===== src/rtl/glbm_pkg.sv =====
// ----------------------------------------------------------------------------
// glbm_pkg: shared definitions for the greedy line-break measurer
// Character codes, field widths, the phase encoding and the saturating
// helper used by the measurer and its checker.
// ----------------------------------------------------------------------------
`default_nettype none

package glbm_pkg;

  localparam int MAX_LINE_CHARS = 4096;

  localparam int CHAR_W  = 16;
  localparam int GLYPH_W = 16;
  localparam int SPACE_W = 16;
  localparam int MAXW_W  = 23;
  localparam int SUM_W   = 24;
  localparam int WIDE_W  = SUM_W + 2;
  localparam int CNT_W   = 13;
  localparam int SKIP_W  = 2;
  localparam int CFG_W   = 23;
  localparam int IDX_W   = 1;

  localparam logic [IDX_W-1:0] REG_MAX_LINE_WIDTH = 1'd0;
  localparam logic [IDX_W-1:0] REG_GLYPH_SPACING  = 1'd1;

  localparam logic [CHAR_W-1:0] CH_NUL   = 16'h0000;
  localparam logic [CHAR_W-1:0] CH_TAB   = 16'h0009;
  localparam logic [CHAR_W-1:0] CH_LF    = 16'h000A;
  localparam logic [CHAR_W-1:0] CH_CR    = 16'h000D;
  localparam logic [CHAR_W-1:0] CH_SPACE = 16'h0020;

  localparam logic [CNT_W-1:0] LINE_CHARS_LIMIT = CNT_W'(MAX_LINE_CHARS);

  localparam logic signed [WIDE_W-1:0] SUM_HI = WIDE_W'(8388607);
  localparam logic signed [WIDE_W-1:0] SUM_LO = -(WIDE_W'(8388608));

  localparam logic [SKIP_W-1:0] SKIP_NONE = 2'd0;
  localparam logic [SKIP_W-1:0] SKIP_ONE  = 2'd1;
  localparam logic [SKIP_W-1:0] SKIP_TWO  = 2'd2;

  typedef enum logic [3:0] {
    PH_IDLE    = 4'b0001,
    PH_SKIP_CR = 4'b0010,
    PH_FIT     = 4'b0100,
    PH_WAIT    = 4'b1000
  } phase_t;

  function automatic logic signed [SUM_W-1:0] sat24(input logic signed [WIDE_W-1:0] v);
    logic signed [SUM_W-1:0] r;
    if (v > SUM_HI) begin
      r = SUM_HI[SUM_W-1:0];
    end else if (v < SUM_LO) begin
      r = SUM_LO[SUM_W-1:0];
    end else begin
      r = v[SUM_W-1:0];
    end
    return r;
  endfunction

  function automatic logic is_blank(input logic [CHAR_W-1:0] c);
    return (c == CH_SPACE) || (c == CH_TAB);
  endfunction

  // Blank, line feed or carriage return: the set skipped at a line start
  function automatic logic is_sep(input logic [CHAR_W-1:0] c);
    return is_blank(c) || (c == CH_LF) || (c == CH_CR);
  endfunction

endpackage

`default_nettype wire


===== src/rtl/greedy_line_break_measure.sv =====
// ----------------------------------------------------------------------------
// greedy_line_break_measure: greedy word-wrap line measurer
// A line's result is registered on out_valid, or in the skid entry while stalled.
// Throughput: one character request per cycle while in_ready is high; a step
//   is one add/compare pass from the input ports into state and result registers.
// A two-deep result buffer (output register plus skid entry) keeps in_ready
//   high while one result waits; in_ready drops only when both are full.
// Reset: rst (synchronous) clears both config registers, the query state and
//   the result buffer; the block then waits for a request with start_req set.
// ----------------------------------------------------------------------------
`default_nettype none

module greedy_line_break_measure (
  input  wire                            clk,
  input  wire                            rst,
  // configuration write port
  input  wire                            cfg_we,
  input  wire [glbm_pkg::IDX_W-1:0]      cfg_index,
  input  wire [glbm_pkg::CFG_W-1:0]      cfg_data,
  // character request channel
  input  wire                            in_valid,
  output logic                           in_ready,
  input  wire                            start_req,
  input  wire [glbm_pkg::CHAR_W-1:0]     char_code,
  input  wire [glbm_pkg::GLYPH_W-1:0]    glyph_width,
  // line result channel
  output logic                           out_valid,
  input  wire                            out_ready,
  output logic [glbm_pkg::SKIP_W-1:0]    skipped,
  output logic [glbm_pkg::CNT_W-1:0]     line_length,
  output logic signed [glbm_pkg::SUM_W-1:0] line_width
);
  import glbm_pkg::*;

  // configuration
  logic        [MAXW_W-1:0]  max_line_width;
  logic signed [SPACE_W-1:0] glyph_spacing;

  // query state
  phase_t                    phase, phase_next;
  logic        [SKIP_W-1:0]  skip_count, skip_next;
  logic signed [SUM_W-1:0]   fitted_width, fitted_width_next;
  logic        [CNT_W-1:0]   fitted_count, fitted_count_next;
  logic        [CNT_W-1:0]   blank_position, blank_position_next;
  logic signed [SUM_W-1:0]   sum_through_blank, sum_through_blank_next;
  logic signed [SUM_W-1:0]   running_sum, running_sum_next;
  logic        [CNT_W-1:0]   char_position, char_position_next;

  // result buffer: output register plus one skid entry
  logic                      skid_valid;
  logic        [SKIP_W-1:0]  skid_skipped;
  logic        [CNT_W-1:0]   skid_length;
  logic signed [SUM_W-1:0]   skid_width;

  logic                      accept;
  logic                      emit;
  logic        [SKIP_W-1:0]  res_skipped;
  logic        [CNT_W-1:0]   res_length;
  logic signed [SUM_W-1:0]   res_width;

  // Hold off new requests only when both result slots are taken
  assign in_ready = !skid_valid;
  assign accept   = in_valid && in_ready;

  // --------------------------------------------------------------------------
  // Configuration writes
  // --------------------------------------------------------------------------
  always_ff @(posedge clk) begin
    if (rst) begin
      max_line_width <= '0;
      glyph_spacing  <= '0;
    end else if (cfg_we) begin
      case (cfg_index)
        REG_MAX_LINE_WIDTH: max_line_width <= cfg_data[MAXW_W-1:0];
        REG_GLYPH_SPACING:  glyph_spacing  <= $signed(cfg_data[SPACE_W-1:0]);
        default: ;
      endcase
    end
  end

  // --------------------------------------------------------------------------
  // One character step: skip handling, fitting and the line-end decision
  // --------------------------------------------------------------------------
  always_comb begin
    logic                      do_fit;
    logic                      do_finish;
    logic                      ends_word;
    logic signed [WIDE_W-1:0]  maxw_wide;
    logic signed [WIDE_W-1:0]  sp_wide;
    logic signed [WIDE_W-1:0]  gw_wide;
    logic signed [WIDE_W-1:0]  glyph_end;
    logic signed [WIDE_W-1:0]  space_end;
    logic signed [SUM_W-1:0]   step_sum;
    logic signed [SUM_W-1:0]   fw_glyph;

    // Start from the current state, or from a cleared query on start_req
    if (accept && start_req) begin
      skip_next              = '0;
      fitted_width_next      = '0;
      fitted_count_next      = '0;
      blank_position_next    = '0;
      sum_through_blank_next = '0;
      running_sum_next       = '0;
      char_position_next     = '0;
    end else begin
      skip_next              = skip_count;
      fitted_width_next      = fitted_width;
      fitted_count_next      = fitted_count;
      blank_position_next    = blank_position;
      sum_through_blank_next = sum_through_blank;
      running_sum_next       = running_sum;
      char_position_next     = char_position;
    end
    phase_next  = phase;
    do_fit      = 1'b0;
    do_finish   = 1'b0;
    emit        = 1'b0;
    res_skipped = skip_next;
    res_length  = fitted_count_next;
    res_width   = fitted_width_next;

    maxw_wide = $signed({3'b000, max_line_width});
    sp_wide   = WIDE_W'(glyph_spacing);
    gw_wide   = $signed({10'b0, glyph_width});
    glyph_end = '0;
    space_end = '0;
    step_sum  = '0;
    fw_glyph  = '0;
    ends_word = (char_code == CH_NUL) || is_sep(char_code);

    if (accept) begin
      if (start_req) begin
        if (char_code == CH_NUL) begin
          // Start on end of text: empty line at once
          emit       = 1'b1;
          phase_next = PH_IDLE;
        end else if (is_sep(char_code)) begin
          skip_next  = SKIP_ONE;
          phase_next = PH_SKIP_CR;
        end else begin
          phase_next = PH_FIT;
          do_fit     = 1'b1;
        end
      end else begin
        case (phase)
          PH_SKIP_CR: begin
            phase_next = PH_FIT;
            if (char_code == CH_CR) begin
              skip_next = SKIP_TWO;
            end else begin
              do_fit = 1'b1;
            end
          end
          PH_FIT:  do_fit = 1'b1;
          // Spacing overflowed last step: this character only decides fallback
          PH_WAIT: do_finish = 1'b1;
          default: ;
        endcase
      end
    end

    if (do_fit) begin
      if ((char_code == CH_NUL) || (char_code == CH_LF)) begin
        do_finish = 1'b1;
      end else if (fitted_count_next >= LINE_CHARS_LIMIT) begin
        do_finish = 1'b1;
      end else begin
        step_sum = sat24(WIDE_W'(running_sum_next) + gw_wide + sp_wide);
        if (is_blank(char_code)) begin
          blank_position_next    = char_position_next;
          sum_through_blank_next = step_sum;
        end
        running_sum_next   = step_sum;
        char_position_next = char_position_next + CNT_W'(1);
        glyph_end = WIDE_W'(fitted_width_next) + gw_wide;
        if (glyph_end > maxw_wide) begin
          do_finish = 1'b1;
        end else begin
          fw_glyph          = sat24(glyph_end);
          fitted_count_next = fitted_count_next + CNT_W'(1);
          space_end         = WIDE_W'(fw_glyph) + sp_wide;
          if (space_end > maxw_wide) begin
            // Glyph fits but its spacing does not: close on the next request
            fitted_width_next = fw_glyph;
            phase_next        = PH_WAIT;
          end else begin
            fitted_width_next = sat24(space_end);
          end
        end
      end
    end

    if (do_finish) begin
      emit        = 1'b1;
      phase_next  = PH_IDLE;
      res_skipped = skip_next;
      res_length  = fitted_count_next;
      res_width   = fitted_width_next;
      // Line broke inside a word: cut back to just past the last blank
      if (!ends_word && (fitted_count_next != '0) && (blank_position_next != '0)) begin
        res_length = blank_position_next + CNT_W'(1);
        res_width  = sat24(WIDE_W'(sum_through_blank_next) - sp_wide);
      end
    end
  end

  always_ff @(posedge clk) begin
    if (rst) begin
      phase             <= PH_IDLE;
      skip_count        <= '0;
      fitted_width      <= '0;
      fitted_count      <= '0;
      blank_position    <= '0;
      sum_through_blank <= '0;
      running_sum       <= '0;
      char_position     <= '0;
    end else begin
      phase             <= phase_next;
      skip_count        <= skip_next;
      fitted_width      <= fitted_width_next;
      fitted_count      <= fitted_count_next;
      blank_position    <= blank_position_next;
      sum_through_blank <= sum_through_blank_next;
      running_sum       <= running_sum_next;
      char_position     <= char_position_next;
    end
  end

  // --------------------------------------------------------------------------
  // Result buffer
  // A new result goes to the skid entry only when the output register is
  // stalled; otherwise the skid entry (if any) drains first. in_ready is low
  // while the skid entry is full, so the two never compete.
  // --------------------------------------------------------------------------
  always_ff @(posedge clk) begin
    if (rst) begin
      out_valid  <= 1'b0;
      skid_valid <= 1'b0;
    end else if (out_valid && !out_ready) begin
      if (emit) begin
        skid_valid <= 1'b1;
      end
    end else if (skid_valid) begin
      out_valid  <= 1'b1;
      skid_valid <= 1'b0;
    end else begin
      out_valid <= emit;
    end
  end

  always_ff @(posedge clk) begin
    if (out_valid && !out_ready) begin
      if (emit) begin
        skid_skipped <= res_skipped;
        skid_length  <= res_length;
        skid_width   <= res_width;
      end
    end else if (skid_valid) begin
      skipped     <= skid_skipped;
      line_length <= skid_length;
      line_width  <= skid_width;
    end else if (emit) begin
      skipped     <= res_skipped;
      line_length <= res_length;
      line_width  <= res_width;
    end
  end

endmodule

`default_nettype wire


===== config.mk =====
export PLATFORM = sky130hd
export DESIGN_NAME = greedy_line_break_measure
export DESIGN_NICKNAME = d
export VERILOG_FILES = /design/src/rtl/glbm_pkg.sv /design/src/rtl/greedy_line_break_measure.sv
export SDC_FILE = /design/constraint.sdc
export NUM_CORES = 1
export LEC_CHECK = 0
export BUFFER_PORTS_ARGS = -buffer_cell sky130_fd_sc_hd__buf_2
export CAP_MARGIN = 25
export CORE_ASPECT_RATIO = 0.7
export CORE_MARGIN = 1
export CORE_UTILIZATION = 30
export CTS_BUF_LIST = sky130_fd_sc_hd__clkbuf_4 sky130_fd_sc_hd__clkbuf_8
export CTS_CLUSTER_SIZE = 14
export DETAILED_ROUTE_END_ITERATION = 10
export GPL_ROUTABILITY_DRIVEN = 0
export PLACE_DENSITY = 0.54
export SLEW_MARGIN = 20
export SYNTH_ARGS = -nofsm -noshare
export SYNTH_HDL_FRONTEND = slang
export SYNTH_SLANG_ARGS = --single-unit

===== constraint.sdc =====
create_clock -name clk -period 13.6 [get_ports clk]
set_clock_uncertainty 0.1 [all_clocks]
set_input_delay 4.08 -clock clk [delete_from_list [all_inputs] [get_ports clk]]
set_output_delay 4.08 -clock clk [all_outputs]
set_load 0.02 [all_outputs]

==> results of run 1 <==
==> flip-flops by register name (all words and copies together), names as in the netlist, 16 cells and up <==
register	cells
running_sum	24
fitted_width	24
glyph_spacing	16
max_line_width	23
line_width	24
skid_width	24
sum_through_blank	24
==> how the worst min path moves through the flow <==
stage	end	slack, ns	depth (start not counted)
2_1_floorplan	running_sum[10]$_SDFF_PP0_	0.33	2
3_3_place_gp	running_sum[16]$_SDFF_PP0_	0.34	2
3_5_place_dp	max_line_width[6]$_SDFFE_PP0P_	0.35	2
4_1_cts	max_line_width[6]$_SDFFE_PP0P_	0.36	2
5_1_grt	max_line_width[13]$_SDFFE_PP0P_	0.38	2
6_report	max_line_width[21]$_SDFFE_PP0P_	0.36	2
==> through the flow <==
| stage | instance area, um^2 | setup WS, ns | power [mW] | hold slack (ns) | cells |
|---|---|---|---|---|---|
| finish | 19700 | 1.01 | 2.64 | 0.356 | 2987 |
| global route | 19700 | 0.369 | 2.78 | 0.376 | 2986 |
| CTS | 19700 | 1.24 | 2.63 | 0.358 | 2984 |
| detailed placement | 18800 | 0.654 | 1.92 | 0.350 | 2909 |
| global placement | 18800 | 0.742 | 1.90 | 0.343 | 2909 |
| floorplan | 17500 | 0.987 | 1.57 | 0.330 | 2129 |
==> report_power, final <==
group          switching [mW]  internal, mW
clock network           0.333         0.376
registers              0.0367         0.801
logic                   0.718         0.375
total                    1.09          1.55
==> per-layer routing <==
metal | track usage [%] | part of all wire [%] | vias up
met1 | 31.9 | 51 | 7886
li1 | - | - | 7900
met3 | 3.96 | 8.8 | 59
met4 | 4.46 | 1.4 | 0
met2 | 28.4 | 39 | 635
met5 | 0 | 0 | -
==> layout make-up <==
| type | count | area, um^2 | area share [%] |
|---|---|---|---|
| Multi-Input combinational cell | 1695 | 11300 | 57.2 |
| Sequential cell | 236 | 5510 | 27.9 |
| Tap cell | 750 | 938 | 4.76 |
| Clock buffer | 65 | 801 | 4.06 |
| Timing Repair Buffer | 132 | 758 | 3.85 |
| Inverter | 97 | 364 | 1.85 |
| Clock inverter | 10 | 57.6 | 0.292 |
| Antenna cell | 2 | 5.00 | 0.0254 |
==> worst max-delay path: cells and delay by family <==
kind | cells | cell delay [ns]
xor gates and xnor gates | 1 | 0.16
buffers and inverters | 5 | 0.67
AOI/OAI and AO/OA | 14 | 3.74
adders and majority gates | 4 | 1.30
and+or+nand+nor | 12 | 2.80
==> synthesized netlist by cell type (26+ instances only) <==
master / n
xor2_1: 42
o21ai_0: 120
o21ai_1: 26
ha_1: 146
inv_1: 97
a21o_1: 57
nand2_1: 270
nand3_1: 55
edfxtp_1: 78
a21oi_1: 207
dfxtp_1: 158
xnor2_1: 66
and2_1: 40
nor3_1: 36
nor2_1: 182
clkbuf_1: 80
==> cells by family after synthesis <==
kind of cell | share of synthesized area, %
xor+xnor | 5.39
mux | 1.88
fa+ha+maj | 12.7
simple gates | 20.3
compound gates | 23.8
flops | 31.4
buf+inv | 4.52
==> impl_metrics.toml, run 1 <==
[status]
outcome = "finished clean"

[sta]
timing.setup.tns_ns = 0
drv_slew = 0
period_share_pct = 92.6
fmaxAchievable_mhz = 79.4
setup_viol = 0
worst_pin_slew_ns = 0.954
rsz0062_at_grt = "no"
period_minus_slack_ns = 12.59
max-slew-margin-rel_pct = 36.4
final_hold_viol_count = 0

[routing]
vias_per_cell = 5.52
dr.pass1.iters = 6
wl_mm = 62.1
postRouteAntennaNets = 0
vias = 16480
drc = 0
drt_iter0_markers = 1868
wire_per_inst_um = 20.8

[worst_setup_path]
crit_slowest_cell = "a2111oi_0"
reg2reg_to = "line_width[6]$_DFFE_PP_"
cp.arrival_ns = 12.84
r2r_cells = 35
crit_start = "start_req"
cp-start-kind = "primary input"
critical_path.endpoint = "line_width[6]$_DFFE_PP_"
path_class = "in -> reg"
cp.required_ns = 13.85
r2r_slack_ns = 4.22
crit_path_max_incr_delay_ns = 0.79
end_kind = "flip-flop"
path_max_fanout = 57
crit-reg2reg-launch = "skid_valid$_SDFFE_PP0P_"
path_common_cell = "ha_1"

[floorplan]
rows = 73
die_w_um = 291
start_util_pct = 30.6
io_pins = 103
core_mm2 = 0.0573
die_y_um = 204
die_area_mm2 = 0.0594

[global_route]
antenna_found_initial = 2
grt-ovfl-total = 0
track_usage_pct = 20.5
grt_max_degree = 64
grt_pass1_vias = 15211
grt_pass1_wl_mm = 93.4

[clock_tree]
clkLatencyLatePin_ns = 0.63
cts_root_buf = "clkbuf_8"
postCtsHoldBufs = 0
htreeDepth = 2
postCtsSetupRepairBufs = 0
cts.sinks = 236
clockBufferDepth = 3
ctsResizeCount = 0
cts_buffers = 42
path_clk_slew_ns = 0.08
cts_tree = "built"

[final_layout]
syn_to_final_growth_pct = 12.5
drive_gt1_share_pct = 11.9
num-fill-cells = 5929
layout.nets = 2432
final_common_cell = "nand2_1"
utilization_pct = 34.4
final_cell_mix = "nand2_1, a21oi_1, nor2_1"

[logic_synthesis]
ys_seq_area_share_pct = 31.4
async_flop_share_pct = 0
synth_area_mm2 = 0.0175
synth_top_cell_by_area = "dfxtp_1"
ys.flop_type = "dfxtp_1"
yosys.cell_types.count = 91
ys_warn_count = 0
syn-mean-instance-area_um2 = 8.24
synth_edf_count = 78
syn-num-nets = 2357
ys_seq_elements = 236
synthTopCellsByArea = "dfxtp_1, edfxtp_1, ha_1, a21oi_1, nand2_1"
yosysTopAreaCellShare_pct = 18.0
syn_inst = 2129

[hold_path]
hold_start = "max_line_width[21]$_SDFFE_PP0P_"
hold_path_class = "reg -> reg"

[place]
dp_hpwl_mm = 48.0
io_buffers = 102

[power]
power_leakage_nw = 8.10
peakVddDrop_mv = 0.0592
pwr_density_cell_mw_per_mm2 = 134

[run]
maxCapViolCount = 0
Power figures use the tool's default switching activity.
==> inputs of run 2 (changes only) <==
--- a/config.mk
+++ b/config.mk
@@ -10,7 +10,6 @@
 export CORE_ASPECT_RATIO = 0.7
 export CORE_MARGIN = 1
 export CORE_UTILIZATION = 30
-export CTS_BUF_LIST = sky130_fd_sc_hd__clkbuf_4 sky130_fd_sc_hd__clkbuf_8
 export CTS_CLUSTER_SIZE = 14
 export DETAILED_ROUTE_END_ITERATION = 10
 export GPL_ROUTABILITY_DRIVEN = 0
==> run 2 against run 1 <==
Combinational power about the same. Die area stayed put. Critical path type unchanged. Critical path depth increased by 1. Via count shrank 0.48%. First-iteration DRC count down 9.3%. Largest power group unchanged. Cell count decreased by 0.90%. Worst setup slack better by 0.021 ns.
==> impl_metrics.toml, run 2 (synthesized netlist as in run 1, its figures left out) <==
[floorplan]
die_w_um = 291
io_pins = 103
die_area_mm2 = 0.0594
die_y_um = 204
core_mm2 = 0.0573
rows = 73
start_util_pct = 30.6

[global_route]
grt_util_met1_pct = 31.8
grt-busiest-layer = "met1"
antenna_found_initial = 1
grt_max_degree = 64
grt_pass1_wl_mm = 92.8
use_met2_pct = 28.4
grt-ovfl-total = 0
grt_pass1_vias = 15043
gr-usage-met3_pct = 3.65
track_usage_pct = 20.2

[final_layout]
finalInstanceArea_mm2 = 0.0198
layout.nets = 2417
stdcell_count = 2960
drive_gt1_share_pct = 10.6
multi_input_area_mm2 = 0.0113
final_cell_mix = "nand2_1, a21oi_1, nor2_1"
num-fill-cells = 5904
syn_to_final_growth_pct = 12.7
final_common_cell = "nand2_1"
seq_area_mm2 = 0.00551

[clock_tree]
htreeDepth = 1
path_clk_slew_ns = 0.06
cts_tree = "built"
cts_buffers = 27
postCtsSetupRepairBufs = 0
postCtsHoldBufs = 0
cts.sinks = 236
clockBufferDepth = 3
clkLatencyLatePin_ns = 0.56
ctsResizeCount = 0
cts_root_buf = "clkbuf_16"

[sta]
rsz0062_at_grt = "no"
fmaxAchievable_mhz = 79.5
timing.setup.tns_ns = 0
final_hold_viol_count = 0
layout_setup_ws_ns = 1.03
setup_viol = 0
max-slew-margin-rel_pct = 36.7
hold_ws_ns = 0.356
period_share_pct = 92.4
period_minus_slack_ns = 12.57
worst_pin_slew_ns = 0.950
drv_slew = 0

[hold_path]
hold_path_class = "reg -> reg"

[routing]
wire_per_inst_um = 20.8
wl_mm = 61.4
dr.pass1.iters = 6
drc = 0
vias = 16401
drt_iter0_markers = 1694
vias_per_cell = 5.54
postRouteAntennaNets = 0

[power]
power_leakage_nw = 8.08
peakVddDrop_mv = 0.0671
pwr_density_cell_mw_per_mm2 = 136

[worst_setup_path]
end_kind = "flip-flop"
crit_path_max_incr_delay_ns = 0.69
path_max_fanout = 57
cp.arrival_ns = 12.75
cp-start-kind = "primary input"
crit_slowest_cell = "a2111oi_0"
path_class = "in -> reg"
cp.required_ns = 13.78

[place]
io_buffers = 102
dp_hpwl_mm = 48.0
dp.cells = 2909
place_area_mm2 = 0.0188
place_ws_ns = 0.654

[status]
outcome = "finished clean"

[run]
maxCapViolCount = 0
-- run 2: cell types whose count changed in the layout (fill, tap and decap cells not counted), sizes merged --
cell    delta
bufinv     +1
clkbuf    -22
diode      -1
clkinv     -5
-- run 2: power by group --
part,switching [mW],internal [mW],leakage (nW)
clock network,0.316,0.441,0.437
registers,0.0364,0.801,1.99
logic,0.715,0.375,5.66
total,1.07,1.62,8.08
-- run 2: metrics by stage --
step / utilization, % / total power [mW]
2_1_floorplan: - / 1.57
3_3_place_gp: 32.9 / 1.90
3_5_place_dp: 32.9 / 1.92
4_1_cts: 34.5 / 2.68
5_1_grt: 34.5 / 2.82
6_report: 34.5 / 2.68
-- run 2: worst max-delay path: cells and delay by family --
family	cells	cell delay (ns)
xor+xnor	1	0.17
compound gates	16	4.34
buf+inv	5	0.76
fa+ha+maj	4	1.26
simple gates	11	2.07
-- run 2: area by class of cell --
cell class | instances | area share (%)
diodes | 1 | 0.0127
clock inverters | 6 | 0.323
flip-flops and latches | 236 | 27.9
repair buffers | 132 | 3.84
inverters | 97 | 1.84
clock buffers | 43 | 4.24
well taps | 750 | 4.75
multi-input cells | 1695 | 57.1
-- run 2: path summary, 6_finish.rpt --
| path | start | endpoint | cells past startpoint | slack [ns] |
|---|---|---|---|---|
| max | start_req | line_width[5]$_DFFE_PP_ | 37 | 1.03 |
| min | max_line_width[21]$_SDFFE_PP0P_ | max_line_width[21]$_SDFFE_PP0P_ | 2 | 0.36 |
| max reg2reg | skid_valid$_SDFFE_PP0P_ | line_width[5]$_DFFE_PP_ | 36 | 4.34 |
| min reg2reg | max_line_width[21]$_SDFFE_PP0P_ | max_line_width[21]$_SDFFE_PP0P_ | 2 | 0.36 |
-- run 2: metal layers --
layer	up-vias	routed length (um)	part of all wire, %
met2	607	23900	39
met4	0	864	1.4
li1	7860	-	-
met3	57	5160	8.4
met1	7877	31600	51
met5	-	0	0
